==> config.mk <==
export PLATFORM = sky130hd
export DESIGN_NAME = quota_pool_slot_allocator_unit
export DESIGN_NICKNAME = d
export VERILOG_FILES = /design/src/hw/rtl/qpsa_pkg.sv /design/src/hw/rtl/qpsa_slot_mem.sv /design/src/hw/rtl/qpsa_quota.sv /design/src/hw/rtl/quota_pool_slot_allocator_unit.sv
export SDC_FILE = /design/constraint.sdc
export NUM_CORES = 1
export LEC_CHECK = 0
export BUFFER_PORTS_ARGS = -buffer_cell sky130_fd_sc_hd__buf_2
export CAP_MARGIN = 20
export CORE_UTILIZATION = 35
export DETAILED_ROUTE_END_ITERATION = 10
export GPL_TIMING_DRIVEN = 1
export PLACE_DENSITY = 0.52
export SLEW_MARGIN = 20
export SYNTH_ARGS = -nofsm -noshare
export SYNTH_HDL_FRONTEND = slang
export SYNTH_SLANG_ARGS = --single-unit
==> constraint.sdc <==
create_clock -name clk -period 4.7 [get_ports clk]
set_input_delay 0.235 -clock clk [delete_from_list [all_inputs] [get_ports clk]]
set_output_delay 0.235 -clock clk [all_outputs]
set_load 0.05 [all_outputs]
==> src/hw/rtl/qpsa_pkg.sv <==
package qpsa_pkg;

  localparam int POOL_SLOTS_DEFAULT = 64;

  localparam int LINK_W     = 7;
  localparam int CAT_W      = 4;
  localparam int CNT_W      = 7;
  localparam int LIMIT_W    = 7;
  localparam int CFG_IDX_W  = 2;
  localparam int CFG_DATA_W = 7;
  localparam int TYPE_W     = 8;
  localparam int SLOT_W     = 8;
  localparam int STATUS_W   = 3;
  localparam int ID_W       = 6;
  localparam int ROLE_W     = 4;
  localparam int TOTAL_W    = 6;

  localparam logic [LINK_W-1:0] LINK_END = 7'd127;
  localparam logic [CNT_W-1:0]  CNT_MAX  = 7'd127;

  localparam logic [LIMIT_W-1:0] ENEMY_LIMIT_RST      = 7'd12;
  localparam logic [LIMIT_W-1:0] PROJECTILE_LIMIT_RST = 7'd16;
  localparam logic [LIMIT_W-1:0] PICKUP_LIMIT_RST     = 7'd16;
  localparam logic [LIMIT_W-1:0] EFFECT_LIMIT_RST     = 7'd8;

  localparam logic [CFG_IDX_W-1:0] CFG_ENEMY_LIMIT      = 2'd0;
  localparam logic [CFG_IDX_W-1:0] CFG_PROJECTILE_LIMIT = 2'd1;
  localparam logic [CFG_IDX_W-1:0] CFG_PICKUP_LIMIT     = 2'd2;
  localparam logic [CFG_IDX_W-1:0] CFG_EFFECT_LIMIT     = 2'd3;

  localparam logic [CAT_W-1:0] CAT_FRIEND     = 4'd1;
  localparam logic [CAT_W-1:0] CAT_ENEMY      = 4'd2;
  localparam logic [CAT_W-1:0] CAT_PROJECTILE = 4'd3;
  localparam logic [CAT_W-1:0] CAT_PICKUP     = 4'd4;
  localparam logic [CAT_W-1:0] CAT_EFFECT     = 4'd5;

  localparam logic MODE_SPAWN = 1'b0;
  localparam logic MODE_FREE  = 1'b1;

  localparam logic [ROLE_W-1:0] FLAG_SOLID    = 4'b0001;
  localparam logic [ROLE_W-1:0] FLAG_FRIENDLY = 4'b0010;
  localparam logic [ROLE_W-1:0] FLAG_ENEMY    = 4'b0100;
  localparam logic [ROLE_W-1:0] FLAG_PICKUP   = 4'b1000;

  typedef enum logic [STATUS_W-1:0] {
    ST_OK         = 3'd0,
    ST_QUOTA_FULL = 3'd1,
    ST_POOL_EMPTY = 3'd2,
    ST_BAD_SLOT   = 3'd3,
    ST_NOT_LIVE   = 3'd4
  } status_t;

  // one entry of the slot memory: free-list link plus live state
  typedef struct packed {
    logic [LINK_W-1:0] link;
    logic              live;
    logic [CAT_W-1:0]  cat;
  } slot_entry_t;

  // counter update from the sequencer to the quota block
  typedef struct packed {
    logic             inc;
    logic             dec;
    logic [CAT_W-1:0] cat;
  } cnt_upd_t;

  function automatic logic [ROLE_W-1:0] role_of(input logic [CAT_W-1:0] cat);
    logic [ROLE_W-1:0] r;
    case (cat)
      CAT_FRIEND:     r = FLAG_SOLID | FLAG_FRIENDLY;
      CAT_ENEMY:      r = FLAG_SOLID | FLAG_ENEMY;
      CAT_PROJECTILE: r = FLAG_SOLID;
      CAT_PICKUP:     r = FLAG_PICKUP;
      default:        r = '0;
    endcase
    return r;
  endfunction

endpackage

==> src/hw/rtl/qpsa_slot_mem.sv <==
module qpsa_slot_mem #(
  parameter int POOL_SLOTS = qpsa_pkg::POOL_SLOTS_DEFAULT,
  parameter int AW         = $clog2(POOL_SLOTS)
) (
  input  logic                   clk,
  input  logic                   rst_n,
  input  logic                   rd_en,
  input  logic [AW-1:0]          rd_addr,
  output qpsa_pkg::slot_entry_t  rd_data,
  input  logic                   wr_en,
  input  logic [AW-1:0]          wr_addr,
  input  qpsa_pkg::slot_entry_t  wr_data
);

  qpsa_pkg::slot_entry_t mem [POOL_SLOTS];
  logic [POOL_SLOTS-1:0] touched_r;

  qpsa_pkg::slot_entry_t rd_raw_r;
  logic                  rd_hit_r;
  logic [AW-1:0]         rd_addr_r;

  qpsa_pkg::slot_entry_t rst_entry;

  always_ff @(posedge clk) begin
    if (wr_en) begin
      mem[wr_addr] <= wr_data;
    end
  end

  always_ff @(posedge clk) begin
    if (rd_en) begin
      rd_raw_r  <= mem[rd_addr];
      rd_hit_r  <= touched_r[rd_addr];
      rd_addr_r <= rd_addr;
    end
  end

  // an entry never written reads as its power-on value
  always_ff @(posedge clk) begin
    if (!rst_n) begin
      touched_r <= '0;
    end else if (wr_en) begin
      touched_r[wr_addr] <= 1'b1;
    end
  end

  always_comb begin
    rst_entry      = '0;
    rst_entry.link = '0;
    if (rd_addr_r != '0) begin
      if (rd_addr_r == AW'(POOL_SLOTS - 1)) begin
        rst_entry.link = qpsa_pkg::LINK_END;
      end else begin
        rst_entry.link = qpsa_pkg::LINK_W'(rd_addr_r) + qpsa_pkg::LINK_W'(1);
      end
    end
  end

  assign rd_data = rd_hit_r ? rd_raw_r : rst_entry;

endmodule

==> src/hw/rtl/qpsa_quota.sv <==
module qpsa_quota (
  input  logic                                clk,
  input  logic                                rst_n,
  input  logic                                cfg_we,
  input  logic [qpsa_pkg::CFG_IDX_W-1:0]      cfg_index,
  input  logic [qpsa_pkg::CFG_DATA_W-1:0]     cfg_data,
  input  logic [qpsa_pkg::CAT_W-1:0]          chk_cat,
  output logic                                quota_full,
  input  qpsa_pkg::cnt_upd_t                  upd,
  output logic [qpsa_pkg::CNT_W-1:0]          live_nxt
);

  logic [qpsa_pkg::LIMIT_W-1:0] enemy_limit_r, projectile_limit_r;
  logic [qpsa_pkg::LIMIT_W-1:0] pickup_limit_r, effect_limit_r;

  logic [qpsa_pkg::CNT_W-1:0] live_r, enemy_r, projectile_r, pickup_r, effect_r;
  logic [qpsa_pkg::CNT_W-1:0] enemy_nxt, projectile_nxt, pickup_nxt, effect_nxt;

  always_ff @(posedge clk) begin
    if (!rst_n) begin
      enemy_limit_r      <= qpsa_pkg::ENEMY_LIMIT_RST;
      projectile_limit_r <= qpsa_pkg::PROJECTILE_LIMIT_RST;
      pickup_limit_r     <= qpsa_pkg::PICKUP_LIMIT_RST;
      effect_limit_r     <= qpsa_pkg::EFFECT_LIMIT_RST;
    end else if (cfg_we) begin
      case (cfg_index)
        qpsa_pkg::CFG_ENEMY_LIMIT:      enemy_limit_r      <= cfg_data;
        qpsa_pkg::CFG_PROJECTILE_LIMIT: projectile_limit_r <= cfg_data;
        qpsa_pkg::CFG_PICKUP_LIMIT:     pickup_limit_r     <= cfg_data;
        qpsa_pkg::CFG_EFFECT_LIMIT:     effect_limit_r     <= cfg_data;
        default: ;
      endcase
    end
  end

  always_comb begin
    case (chk_cat)
      qpsa_pkg::CAT_ENEMY:      quota_full = !(enemy_r < enemy_limit_r);
      qpsa_pkg::CAT_PROJECTILE: quota_full = !(projectile_r < projectile_limit_r);
      qpsa_pkg::CAT_PICKUP:     quota_full = !(pickup_r < pickup_limit_r);
      qpsa_pkg::CAT_EFFECT:     quota_full = !(effect_r < effect_limit_r);
      default:                  quota_full = 1'b0;
    endcase
  end

  // saturate at the top on a spawn and at zero on a free
  always_comb begin
    live_nxt       = live_r;
    enemy_nxt      = enemy_r;
    projectile_nxt = projectile_r;
    pickup_nxt     = pickup_r;
    effect_nxt     = effect_r;
    if (upd.inc) begin
      if (live_r != qpsa_pkg::CNT_MAX) live_nxt = live_r + 7'd1;
      case (upd.cat)
        qpsa_pkg::CAT_ENEMY:
          if (enemy_r != qpsa_pkg::CNT_MAX) enemy_nxt = enemy_r + 7'd1;
        qpsa_pkg::CAT_PROJECTILE:
          if (projectile_r != qpsa_pkg::CNT_MAX) projectile_nxt = projectile_r + 7'd1;
        qpsa_pkg::CAT_PICKUP:
          if (pickup_r != qpsa_pkg::CNT_MAX) pickup_nxt = pickup_r + 7'd1;
        qpsa_pkg::CAT_EFFECT:
          if (effect_r != qpsa_pkg::CNT_MAX) effect_nxt = effect_r + 7'd1;
        default: ;
      endcase
    end else if (upd.dec) begin
      if (live_r != '0) live_nxt = live_r - 7'd1;
      case (upd.cat)
        qpsa_pkg::CAT_ENEMY:      if (enemy_r != '0) enemy_nxt = enemy_r - 7'd1;
        qpsa_pkg::CAT_PROJECTILE: if (projectile_r != '0) projectile_nxt = projectile_r - 7'd1;
        qpsa_pkg::CAT_PICKUP:     if (pickup_r != '0) pickup_nxt = pickup_r - 7'd1;
        qpsa_pkg::CAT_EFFECT:     if (effect_r != '0) effect_nxt = effect_r - 7'd1;
        default: ;
      endcase
    end
  end

  always_ff @(posedge clk) begin
    if (!rst_n) begin
      live_r       <= '0;
      enemy_r      <= '0;
      projectile_r <= '0;
      pickup_r     <= '0;
      effect_r     <= '0;
    end else begin
      live_r       <= live_nxt;
      enemy_r      <= enemy_nxt;
      projectile_r <= projectile_nxt;
      pickup_r     <= pickup_nxt;
      effect_r     <= effect_nxt;
    end
  end

endmodule

==> src/hw/rtl/quota_pool_slot_allocator_unit.sv <==
// A request taken on start is read from the slot memory, then settled in S_EXEC; the result
// is registered out of S_EXEC, out_valid high for one cycle; the receiver cannot stall it.
// A new request is not taken while busy is high, that is while S_EXEC updates the list
// head and counters from the slot memory read.
// Reset (rst_n low, synchronous): list head 1, all counters 0, limits 12/16/16/8,
// every slot entry back to its power-on value at once; no clearing pass.
module quota_pool_slot_allocator_unit #(
  parameter int POOL_SLOTS = qpsa_pkg::POOL_SLOTS_DEFAULT
) (
  input  logic                                clk,
  input  logic                                rst_n,
  input  logic                                start,
  output logic                                busy,
  input  logic                                in_mode,
  input  logic [qpsa_pkg::TYPE_W-1:0]         in_entity_type,
  input  logic [qpsa_pkg::SLOT_W-1:0]         in_slot,
  output logic                                out_valid,
  output logic [qpsa_pkg::STATUS_W-1:0]       out_status,
  output logic [qpsa_pkg::ID_W-1:0]           out_slot_id,
  output logic [qpsa_pkg::ROLE_W-1:0]         out_role_flags,
  output logic [qpsa_pkg::TOTAL_W-1:0]        out_live_total,
  input  logic                                cfg_we,
  input  logic [qpsa_pkg::CFG_IDX_W-1:0]      cfg_index,
  input  logic [qpsa_pkg::CFG_DATA_W-1:0]     cfg_data
);

  localparam int AW = $clog2(POOL_SLOTS);

  typedef enum logic [1:0] {
    S_IDLE = 2'b01,
    S_EXEC = 2'b10
  } seq_state_t;

  seq_state_t state_r, state_nxt;

  logic [qpsa_pkg::LINK_W-1:0] head_r, head_nxt;
  logic                        req_mode_r;
  logic [qpsa_pkg::TYPE_W-1:0] req_type_r;
  logic [qpsa_pkg::SLOT_W-1:0] req_slot_r;

  logic                                 out_valid_r;
  qpsa_pkg::status_t                    out_status_r, status_nxt;
  logic [qpsa_pkg::ID_W-1:0]            out_slot_id_r;
  logic [qpsa_pkg::ROLE_W-1:0]          out_role_r, role_nxt;
  logic [qpsa_pkg::TOTAL_W-1:0]         out_total_r;
  logic [qpsa_pkg::LINK_W-1:0]          id_nxt;

  logic                  accept;
  logic                  head_empty, in_slot_ok, req_slot_ok;
  logic                  rd_en;
  logic [AW-1:0]         rd_addr;
  qpsa_pkg::slot_entry_t rd_data;
  logic                  wr_en;
  logic [AW-1:0]         wr_addr;
  qpsa_pkg::slot_entry_t wr_data;

  logic [qpsa_pkg::CAT_W-1:0] req_cat;
  logic                       quota_full;
  qpsa_pkg::cnt_upd_t         upd;
  logic [qpsa_pkg::CNT_W-1:0] live_nxt;

  assign busy   = (state_r == S_EXEC);
  assign accept = start && !busy;

  assign head_empty  = head_r >= qpsa_pkg::LINK_W'(POOL_SLOTS);
  assign in_slot_ok  = (in_slot != '0) && (in_slot < qpsa_pkg::SLOT_W'(POOL_SLOTS));
  assign req_slot_ok = (req_slot_r != '0) && (req_slot_r < qpsa_pkg::SLOT_W'(POOL_SLOTS));

  // read the list head for a spawn, the named slot for a free
  always_comb begin
    rd_en   = 1'b0;
    rd_addr = head_r[AW-1:0];
    if (accept) begin
      if (in_mode == qpsa_pkg::MODE_FREE) begin
        rd_addr = in_slot[AW-1:0];
        rd_en   = in_slot_ok;
      end else begin
        rd_en   = !head_empty;
      end
    end
  end

  assign req_cat = req_type_r[qpsa_pkg::TYPE_W-1:qpsa_pkg::TYPE_W-qpsa_pkg::CAT_W];

  qpsa_slot_mem #(
    .POOL_SLOTS (POOL_SLOTS),
    .AW         (AW)
  ) u_slot_mem (
    .clk     (clk),
    .rst_n   (rst_n),
    .rd_en   (rd_en),
    .rd_addr (rd_addr),
    .rd_data (rd_data),
    .wr_en   (wr_en),
    .wr_addr (wr_addr),
    .wr_data (wr_data)
  );

  qpsa_quota u_quota (
    .clk        (clk),
    .rst_n      (rst_n),
    .cfg_we     (cfg_we),
    .cfg_index  (cfg_index),
    .cfg_data   (cfg_data),
    .chk_cat    (req_cat),
    .quota_full (quota_full),
    .upd        (upd),
    .live_nxt   (live_nxt)
  );

  always_comb begin
    state_nxt  = state_r;
    head_nxt   = head_r;
    status_nxt = qpsa_pkg::ST_OK;
    id_nxt     = '0;
    role_nxt   = '0;
    wr_en      = 1'b0;
    wr_addr    = head_r[AW-1:0];
    wr_data    = '0;
    upd        = '0;
    case (state_r)
      S_IDLE: begin
        if (accept) state_nxt = S_EXEC;
      end
      S_EXEC: begin
        state_nxt = S_IDLE;
        if (req_mode_r == qpsa_pkg::MODE_SPAWN) begin
          if (quota_full) begin
            status_nxt = qpsa_pkg::ST_QUOTA_FULL;
          end else if (head_empty) begin
            status_nxt = qpsa_pkg::ST_POOL_EMPTY;
          end else begin
            // pop: head advances to its link, slot goes live
            id_nxt       = head_r;
            head_nxt     = rd_data.link;
            wr_en        = 1'b1;
            wr_data.link = '0;
            wr_data.live = 1'b1;
            wr_data.cat  = req_cat;
            upd.inc      = 1'b1;
            upd.cat      = req_cat;
            role_nxt     = qpsa_pkg::role_of(req_cat);
          end
        end else begin
          wr_addr = req_slot_r[AW-1:0];
          if (!req_slot_ok) begin
            status_nxt = qpsa_pkg::ST_BAD_SLOT;
          end else if (!rd_data.live) begin
            status_nxt = qpsa_pkg::ST_NOT_LIVE;
          end else begin
            // push: freed slot becomes the new head
            id_nxt       = req_slot_r[qpsa_pkg::LINK_W-1:0];
            head_nxt     = req_slot_r[qpsa_pkg::LINK_W-1:0];
            wr_en        = 1'b1;
            wr_data.link = head_r;
            upd.dec      = 1'b1;
            upd.cat      = rd_data.cat;
          end
        end
      end
      default: state_nxt = S_IDLE;
    endcase
  end

  always_ff @(posedge clk) begin
    if (!rst_n) begin
      state_r     <= S_IDLE;
      head_r      <= qpsa_pkg::LINK_W'(1);
      out_valid_r <= 1'b0;
    end else begin
      state_r     <= state_nxt;
      head_r      <= head_nxt;
      out_valid_r <= busy;
    end
  end

  always_ff @(posedge clk) begin
    if (accept) begin
      req_mode_r <= in_mode;
      req_type_r <= in_entity_type;
      req_slot_r <= in_slot;
    end
    if (busy) begin
      out_status_r  <= status_nxt;
      out_slot_id_r <= id_nxt[qpsa_pkg::ID_W-1:0];
      out_role_r    <= role_nxt;
      out_total_r   <= live_nxt[qpsa_pkg::TOTAL_W-1:0];
    end
  end

  assign out_valid      = out_valid_r;
  assign out_status     = out_status_r;
  assign out_slot_id    = out_slot_id_r;
  assign out_role_flags = out_role_r;
  assign out_live_total = out_total_r;

endmodule

======== Word-level counts from Yosys, hierarchy flattened ========
Memory sizes are Yosys's and may differ from the RTL's. A register that Yosys moved wholly into a read port is not among the register bits.
Cells that the tools add are included.
operators by class
  add/subtract/negate cells ............... 11
  equal/unequal tests ..................... 37
  multiplexer cells ....................... 81
  $lt $le $gt $ge ......................... 10
  bitwise gates (word level) .............. 1
  reductions and logical operators ........ 37
operator list
  operator             count
  $mux 7               38
  $or 64x64->64        1
  $mux 6               10
  $add 7x1->7 const B  5
  $ne 7x7->1 const B   5
  $reduce_bool 7->1    5
  $sub 7x1->7 const B  5
  $ne 2x2->1 const B   15
  $lt 7x7->1           4
  $mux 5               5
  $reduce_and 5->1     5
  $mux 12              2
  $eq 4x2->1 const B   4
  $eq 4x3->1 const B   4
  $lt 8x7->1 const B   2
  $pmux 4 s4           1
  $reduce_bool 8->1    2
  $lt 6x7->1 const B   2
  $mux 1               14
  $mux 4               3
  $reduce_bool 2->1    6
  $reduce_and 2->1     5
  $mux 3               3
  $add 6x1->7 const B  1
  17 further kinds     30
storage, ports and cells
  bits in writable memories ............... 768
  input port bits ......................... 30
  bits in registers ....................... 180
  output and inout bits ................... 21
  memories ................................ 1
  logic and storage cells ................. 201
memories
  name            depth  bits a word  read ports  clocked after memory_dff  wr ports  line                 text
  u_slot_mem.mem  64     12           1           1                         1         qpsa_slot_mem.sv:15  qpsa_pkg::slot_entry_t mem [POOL_SLOTS];

======== Longest topological paths before layout ========
Gate-level depths: netlist of run 1.
  depth in word-level cells ............... 12
  depth in mapped cells ................... 19

======== Cells and area by module ========
A second synthesis of run 1 with hierarchy kept.
unflattened totals
  cells, all modules ...................... 2173
  area, all modules ....................... 38969.9 um^2
modules (own cells, without submodules)
  module                          cells an instance  area each (um^2)  seq. area each (um^2)  instances
  qpsa_slot_mem                   1553               32820.2           24913.9                1
  qpsa_quota                      482                4274.1            1261.2                 1
  quota_pool_slot_allocator_unit  138                1875.5            1161.1                 1

======== Worst setup path after synthesis of run 1 ========
No wires, ideal clock.
  path kind ............................... register to register
  start point ............................. register u_quota.enemy_r[2] (netlist bit)
  end point ............................... register u_quota.pickup_r[6] (netlist bit)
  path slack .............................. 0.482 ns
  cell stages (with the launch flop) ...... 19
  library setup time ...................... 0.070 ns
  clock period less this slack ............ 4.218 ns
  data arrival time ....................... 4.148 ns
  buffers on the path ..................... 2
  cells stage by stage .................... dfxtp_1 ha_1 a21o_1 a31oi_1 o21bai_1 a222oi_1 buf_2 nand3_2 clkinv_1 buf_4 fa_1 nor2b_1 o21ai_0 nand2b_1 a21o_1 a21oi_1 xnor2_1 or4_1 a21oi_1
RTL lines
  element                   line              text
  start: declaration        qpsa_quota.sv:16  logic [qpsa_pkg::CNT_W-1:0] live_r, enemy_r, projectile_r, pickup_r, effect_r;
  start signal: assignment  qpsa_quota.sv:87  enemy_r <= enemy_nxt;
  end signal: assignment    qpsa_quota.sv:89  pickup_r <= pickup_nxt;
  end: declaration          qpsa_quota.sv:16

======== Final worst setup path of run 1 ========
  start point ............................. register u_quota.enemy_r[2] (netlist bit)
  end point ............................... register u_quota.effect_r[6] (netlist bit)
on the way
  cells in the longest elaborated chain, start to end .. 9
ends and longest elaborated chain
  element                            line                                   text
  $lt 7x7->1 (*)                     qpsa_quota.sv:38                       qpsa_pkg::CAT_ENEMY: quota_full = !(enemy_r < enemy_limit_r);
  $logic_not 1->1 (*)                qpsa_quota.sv:38
  $pmux 1 s4 (*)                     qpsa_quota.sv:37                       case (chk_cat)
  $mux 4                             quota_pool_slot_allocator_unit.sv:128  if (quota_full) begin
  $mux 4                             quota_pool_slot_allocator_unit.sv:127  if (req_mode_r == qpsa_pkg::MODE_SPAWN) begin
  $mux 6 (*)                         quota_pool_slot_allocator_unit.sv:121  case (state_r)
  $eq 4x3->1                         qpsa_quota.sv:55, qpsa_quota.sv:68
  $ne 2x2->1 (no source line)        -
  $reduce_and 5->1 (no source line)  -
  end signal: assignment             qpsa_quota.sv:90                       effect_r <= effect_nxt;
  end: declaration                   qpsa_quota.sv:16
Mark *: on every way between the ends. The rest lies on a longest branch, timed or not.
A chain may end at the register's enable or synchronous reset.

==> results of run 1 <==
[power groups by stage]
stage / clock [mW] / sequential [mW] / combinational (mW)
3_5_place_dp: 0 / 9.34 / 0.597
3_3_place_gp: 0 / 9.34 / 0.588
5_1_grt: 8.99 / 9.16 / 0.643
6_report: 8.48 / 9.16 / 0.604
2_1_floorplan: 0 / 9.33 / 0.415
4_1_cts: 8.64 / 9.16 / 0.612
[synth_stat cells, types with 6 or more instances]
library cell | n | area share, %
o21ai_0 | 42 | 0.53
nor2_1 | 135 | 1.3
nand4_1 | 10 | 0.16
buf_6 | 10 | 0.28
o21bai_1 | 6 | 0.11
edfxtp_1 | 819 | 62
nand3_1 | 29 | 0.37
a211oi_1 | 7 | 0.13
xnor2_1 | 20 | 0.44
clkbuf_1 | 41 | 0.39
nand2_1 | 45 | 0.43
a22oi_1 | 53 | 1.0
and2_1 | 16 | 0.25
nor3_1 | 15 | 0.19
a21o_1 | 18 | 0.34
buf_4 | 25 | 0.47
a21oi_1 | 62 | 0.78
and3_1 | 6 | 0.095
mux4_2 | 104 | 5.9
mux2i_1 | 456 | 11
nand3b_1 | 6 | 0.11
buf_2 | 25 | 0.32
buf_1 | 6 | 0.057
o211ai_1 | 11 | 0.21
or4_1 | 6 | 0.11
o21a_1 | 66 | 1.2
a22o_1 | 7 | 0.15
and4_1 | 15 | 0.33
nand2b_1 | 12 | 0.19
inv_1 | 52 | 0.49
ha_1 | 50 | 1.6
dfxtp_1 | 137 | 6.9
[critical path, delay by kind of cell (launching register included)]
family	cells	cell delay, ns
AO/OA/AOI/OAI	8	1.59
buffers and inverters	3	0.76
AND/OR/NAND/NOR	2	0.59
adder cells (fa/ha/maj)	2	0.54
flip-flops	1	0.42
multiplexers	1	0.20
XOR/XNOR	1	0.08
[how the worst max path moves through the flow]
stage / startpoint / end / slack [ns] / cells past startpoint
global route: u_quota.enemy_r[2] / u_quota.effect_r[6] / 0.13 / 17
detailed placement: u_quota.enemy_r[2] / u_quota.effect_r[6] / 0.43 / 17
global placement: u_quota.pickup_r[6] / u_quota.effect_r[6] / 0.50 / 17
floorplan: u_quota.enemy_r[2] / u_quota.pickup_r[6] / 0.48 / 18
CTS: u_quota.enemy_r[2] / u_quota.effect_r[6] / 0.38 / 17
finish: u_quota.enemy_r[2] / u_quota.effect_r[6] / 0.45 / 17
[flip-flops by register name, indices dropped and copies added, names as in the netlist]
name,flops
out_live_total,6
out_valid,1
out_status,3
u_quota.live_r,7
out_role_flags,4
u_quota.effect_limit_r,7
u_slot_mem.rd_raw_r,12
u_slot_mem.rd_hit_r,1
u_quota.enemy_r,7
req_type_r,4
u_quota.enemy_limit_r,7
head_r,7
req_slot_r,8
u_quota.projectile_r,7
u_quota.projectile_limit_r,7
out_slot_id,6
u_quota.effect_r,7
u_quota.pickup_limit_r,7
state_r,2
u_slot_mem.mem,768
req_mode_r,1
u_quota.pickup_r,7
u_slot_mem.touched_r,64
u_slot_mem.rd_addr_r,6
[metal layers]
metal / track usage, % / vias up
met5: 0 / -
met4: 3.95 / 0
met3: 2.98 / 129
met2: 28.4 / 474
met1: 22.4 / 11000
li1: - / 9766
[logic make-up after synthesis]
kind of cell    count (synthesis)  share of synthesized area (%)
compound gates                304                           5.25
xor+xnor                       24                          0.530
fa+ha+maj                      54                           1.78
buf+inv                       160                           2.02
flops                         956                           68.9
mux                           564                           17.5
simple gates                  320                           4.03
[cell type report]
type | count | area, um2
Sequential cell | 956 | 27300
Multi-Input combinational cell | 1266 | 11600
Tap cell | 1500 | 1880
Inverter | 53 | 200
Fill cell | 10100 | 66300
Clock buffer | 133 | 2890
Clock inverter | 64 | 709
Timing Repair Buffer | 196 | 1550
[timing repair]
action	4_1_cts	5_1_grt
hold buffers	21	0
endpoints found under the setup margin	0	0
hold endpoints to repair	43	0
buffers inserted	0	0
==> results.md, run 1 <==
- Cell area power density: 395 mW/mm2
- Overall power: ~18 mW
- Hold Crit Class: in2reg
- # port buffers: 46
- Floorplan die height: 339 um
- Beginning of the worst hold path: rst_n
- Sequential share of power: between 50% and 60%
- Largest fanout on the critical path: 20
- Met1 layer wirelength in the final routing: 42,900 um
- Ordered list of cells on the worst path: ha_1 -> a21o_1 -> a31oi_1 -> o21bai_1 -> a222oi_1 -> nand3_2 -> inv_2 -> buf_4 -> fa_1 -> inv_1 -> a21o_1 -> a21oi_1 -> o21bai_1 -> a21oi_1 -> xnor2_1 -> nor3_1 -> mux2i_1
- Pins over their slew limit: 0
- WL met3: 4730 um
- Highest ir drop seen on vdd: roughly 0.00026 V
- Post-synthesis register bit count: about 960
- Gate power share: 3.3%
- Remaining global-route overflow: 0
- Horiz. Die Dim: between 300 and 400 um
- Worst hold slack: 0.0556 ns
- Number of clock buffers inserted by TritonCTS: approximately 110
- Leakage dissipation: between 15 and 20 nW
- Actual transition at the worst max-transition pin: 0.979 ns
- Initial core utilization: 35.3%
- Post-synthesis instance total: approximately 2,400
- Maximum level of the CTS H-tree: 3
- Routed wirelength normalized by instance count: around 23 um
- Ys Warns: 0
- Slowest stage delay, CP: ~0.5 ns
- Worst endpoint data arrival time: around 4.9 ns
- Routed length on met2: about 48,000 um
- Ratio of final minimum period to clock period: 90.5%
- Setup WS post-layout: 0.445 ns
- Synth-to-Final Area Change: 16.3%
- Root buffer cell: clkbuf_16
- DRC: 0
- Worst max-slew margin expressed relative to the limit: between 30% and 40%
- Count of distinct cell types in the synthesized netlist: 72
- Clock power share: approximately 47%
- Hold Crit Endpoint: u_slot_mem.touched_r[58]
- First-pass GRT wire length: ~140,000 um
- Synthesized area per cell: 16.7 um2
- Post-cts sizing count: 0
- Via count of the first global-routing pass: between 20,000 and 25,000
- Mapped Nets: between 2,000 and 2,500
- Maximum operating frequency: between 0.2 and 0.25 GHz
- Max cap viols: 0
- Register clock-pin slew on the reported worst setup and hold paths: approximately 0.060 ns
- Final worst clock skew: approximately 0.024 ns
- Endpoint required time on the critical path: 5.29 ns
- Area of placed instances: approximately 0.042 mm2
- Clock net sink count: between 900 and 1,000
- Area of the mapped netlist: 0.0397 mm2
- Switching part of the total: slightly above 20%
- Number of vias in the routed layout: between 20,000 and 25,000
- CTS max path bufs: 3
- Internal power contribution: about 15 mW
- Number of nets with antenna violations after detailed routing: 0
- Total Negative Setup Slacks: 0 ns
- Largest net degree at the start of global routing: 65
- Number of iterations in the first detailed-routing pass: 5
- Startpoint type of the worst setup path: register
- Global placement routability congestion: 0.836
- # placed instances: between 3,000 and 4,000
- Most frequent cells in the layout: 819 x edfxtp_1, 454 x mux2i_1, 137 x dfxtp_1
- Ports placed on the boundary: 51
- Result of the run: completed
- Routed WL: 97,000 um
- Final critical path time including I/O delays and setup: 4.25 ns
- Share of final-layout standard cells stronger than drive strength 1: 18.1%
- Type of the setup path with the least slack: reg2reg
- Slowest cell on crit path: a222oi_1
- Clock tree from TritonCTS: built
- Final antenna diode count: 0
- Worst Reg-to-Reg Cells: 17
- Total Nets Final: about 2,700
- Total core area: roughly 0.11 mm2
- Setup repair after global routing missed its margin: false
- Worst R2R Start: u_quota.enemy_r[2]
- Detail Placement HPWL: approximately 60,000 um
- Finished Cell Area: approximately 0.046 mm2
- Highest Signal Layer: met4
- Iteration-0 DRC Markers: 1,709
- Most used DFF post-synth: edfxtp_1
- DR vias/cell: ~5
- Capture point of the worst reg-to-reg path: u_quota.effect_r[6]
- Final instance count without filler cells: 4,168
- Worst slack at placement: between 0.4 and 0.5 ns
- Worst hold path cell count: 2
- Tot GR Track Use: 16.8%
- Capturing element type of the critical path: register
- Reported net switching power: 3.72 mW
- Most common cell after layout, fill and taps aside: edfxtp_1
- Register-to-register setup slack: between 0.4 and 0.5 ns
- Clk_lat worst skew: roughly 0.67 ns
- Number of enable flip-flop cells after synthesis: between 800 and 900
- Fin util: a little over 40%
- Sequential cell area fraction in the yosys report: between 60% and 70%
- Die Area: 0.115 mm2
- Number of antenna violations at the first check in global routing: 2
- FFs w/ async S/R, synth: 0%
- Final count of negative-setup-slack endpoints: 0
- Number of rows in the core area: roughly 120
- Hold Violations, Final: 0
Note: power is estimated with default switching activity, not from simulation.
==> run 2, diff against run 1 <==
--- a/config.mk
+++ b/config.mk
@@ -7,6 +7,7 @@
 export LEC_CHECK = 0
 export BUFFER_PORTS_ARGS = -buffer_cell sky130_fd_sc_hd__buf_2
 export CAP_MARGIN = 20
+export CORE_ASPECT_RATIO = 2
 export CORE_UTILIZATION = 35
 export DETAILED_ROUTE_END_ITERATION = 10
 export GPL_TIMING_DRIVEN = 1
==> run 2 against run 1 <==
  * Utilization fell by 0.54 points
  * First-iteration DRC count fell by 21%
  * Via count rose by 0.51%
  * Die area barely moved
  * Critical endpoint is now u_quota.pickup_r[6]
  * Highest routed layer is now met5
==> results.md, run 2 (synthesis results as in run 1) <==
- Routed wirelength normalized by instance count: roughly 25 um
- Internal power contribution: between 10 and 15 mW
- Die Area: ~0.11 mm2
- Root buffer cell: clkbuf_16
- Slowest cell on crit path: a222oi_1
- Ports placed on the boundary: 51
- Iteration-0 DRC Markers: ~1,300
- Register-to-register setup slack: about 0.57 ns
- DR vias/cell: about 5.2
- Largest net degree at the start of global routing: 65
- Maximum operating frequency: 0.242 GHz
- Cell area power density: between 300 and 400 mW/mm2
- Floorplan die height: approximately 480 um
- Sequential share of power: a little over half
- Share of final-layout standard cells stronger than drive strength 1: around 17%
- Worst max-slew margin expressed relative to the limit: approximately 27%
- Hold Crit Class: in2reg
- Number of clock buffers inserted by TritonCTS: 82
- Detail Placement HPWL: about 67,000 um
- Most flop-heavy register: u_slot_mem.mem
- Max cap viols: 0
- Registers with the highest flip-flop counts: u_slot_mem.mem x768, u_slot_mem.touched_r x64, u_slot_mem.rd_raw_r x12
- Remaining global-route overflow: 0
- Total Negative Setup Slacks: 0 ns
- First-pass GRT wire length: between 100,000 and 150,000 um
- Ratio of final minimum period to clock period: a little under 90%
- Gate power share: 3.7%
- Global placement routability congestion: roughly 0.85
- DRC: 0
- Slowest stage delay, CP: 0.49 ns
- Number of iterations in the first detailed-routing pass: 7
- Largest fanout on the critical path: 8
- Ordered list of cells on the worst path: ha_1 -> a21o_1 -> a31oi_1 -> o21bai_1 -> a222oi_1 -> nand3_2 -> inv_2 -> fa_1 -> nor2b_1 -> o21ai_0 -> nand2b_1 -> a21o_1 -> a21oi_1 -> xnor2_1 -> or4_1 -> a21oi_1
- Most common cell after layout, fill and taps aside: edfxtp_1
- Register clock-pin slew on the reported worst setup and hold paths: approximately 0.070 ns
- Flip-flop count of the largest register, all copies and words added: approximately 770
- Horiz. Die Dim: 240 um
- Actual transition at the worst max-transition pin: between 1 and 1.5 ns
- Routed WL: roughly 100,000 um
- Capturing element type of the critical path: register
- Synth-to-Final Area Change: 14.6%
- Finished Cell Area: 0.0455 mm2
- Final count of negative-setup-slack endpoints: 0
- Maximum level of the CTS H-tree: 3
- Result of the run: completed
- Area of placed instances: between 0.04 and 0.05 mm2
- Pins over their slew limit: 0
- CTS max path bufs: 3
- Worst endpoint data arrival time: around 4.7 ns
- Most frequent cells in the layout: 819 x edfxtp_1, 454 x mux2i_1, 137 x dfxtp_1, 137 x buf_4, 135 x nor2_1
- Number of antenna violations at the first check in global routing: 2
- Clk_lat worst skew: around 0.7 ns
- Final worst clock skew: around 0.027 ns
- Clock net sink count: 956
- Tot GR Track Use: roughly 18%
- # port buffers: 46
- Total core area: 0.112 mm2
- Final critical path time including I/O delays and setup: between 4 and 5 ns
- Reported net switching power: 3.60 mW
- Clock tree from TritonCTS: built
- Filler cell count: between 10,000 and 15,000
- Number of rows in the core area: between 150 and 200
- Via count of the first global-routing pass: 22,500
- Number of nets with antenna violations after detailed routing: 0
- Initial core utilization: between 30% and 40%
- Switching part of the total: 21.3%
- Number of vias in the routed layout: between 20,000 and 25,000
- Hold Violations, Final: 0
- Startpoint type of the worst setup path: register
- Setup repair after global routing missed its margin: false
- Total Nets Final: ~2,700
- Highest ir drop seen on vdd: around 0.00025 V
- Leakage dissipation: about 17 nW
- Buffers inserted by post-CTS timing repair: 0
- Worst hold slack: a little under 0.08 ns
- Endpoint required time on the critical path: roughly 5.3 ns
- Post-cts sizing count: 0
- Type of the setup path with the least slack: reg2reg
- Clock power share: about 42%
## run 2: area by class of cell
| class | instances | area [um2] | area share, % |
|---|---|---|---|
| Clock buffer | 96 | 2170 | 4.77 |
| Multi-Input combinational cell | 1266 | 11600 | 25.5 |
| Antenna cell | 1 | 2.50 | 0.00550 |
| Sequential cell | 956 | 27300 | 60.1 |
| Timing Repair Buffer | 214 | 1670 | 3.68 |
| Inverter | 53 | 200 | 0.440 |
| Clock inverter | 56 | 627 | 1.38 |
| Tap cell | 1496 | 1870 | 4.11 |
## run 2: path summary, 6_finish.rpt
kind,startpoint,endpoint,cells past startpoint
min,cfg_index[0],u_quota.enemy_limit_r[3],4
max,u_quota.enemy_r[2],u_quota.pickup_r[6],16
max reg2reg,u_quota.enemy_r[2],u_quota.pickup_r[6],16
min reg2reg,u_slot_mem.touched_r[28],u_slot_mem.touched_r[28],1
## run 2: repair_timing
item,CTS,global route
endpoints found under the setup margin,0,0
hold buffers,22,0
hold endpoints to repair,43,0
## run 2: power groups by stage
stage | sequential, mW | combinational, mW | clock (mW)
CTS | 9.14 | 0.629 | 7.30
global placement | 9.33 | 0.607 | 0
floorplan | 9.33 | 0.415 | 0
global route | 9.14 | 0.658 | 7.57
finish | 9.14 | 0.623 | 7.12
detailed placement | 9.33 | 0.614 | 0
## run 2: worst max-delay path: cells and delay by family (launching register included)
kind	cells	cell delay (ns)
AND/OR/NAND/NOR	4	0.97
XOR/XNOR	1	0.09
buffers and inverters	1	0.31
AO/OA/AOI/OAI	8	1.69
adder cells (fa/ha/maj)	2	0.55
flip-flops	1	0.44
## run 2: metal layers
| layer | global-route usage (%) | vias to the layer above | routed length [um] |
|---|---|---|---|
| met5 | 0 | - | 11 |
| met4 | 8.27 | 2 | 4690 |
| met3 | 2.28 | 180 | 3720 |
| li1 | - | 9724 | - |
| met2 | 35.7 | 486 | 58600 |
| met1 | 18.7 | 11100 | 37000 |
## run 2: through the flow
step                util [%]  cells  setup WS [ns]  power [mW]
finish                  40.5   4138          0.573        16.9
global route            40.5   4138          0.318        17.4
CTS                     40.5   4137          0.554        17.1
detailed placement      37.8   3963          0.582        9.95
global placement        37.8   3963          0.615        9.94
floorplan                  -   2382          0.482        9.74
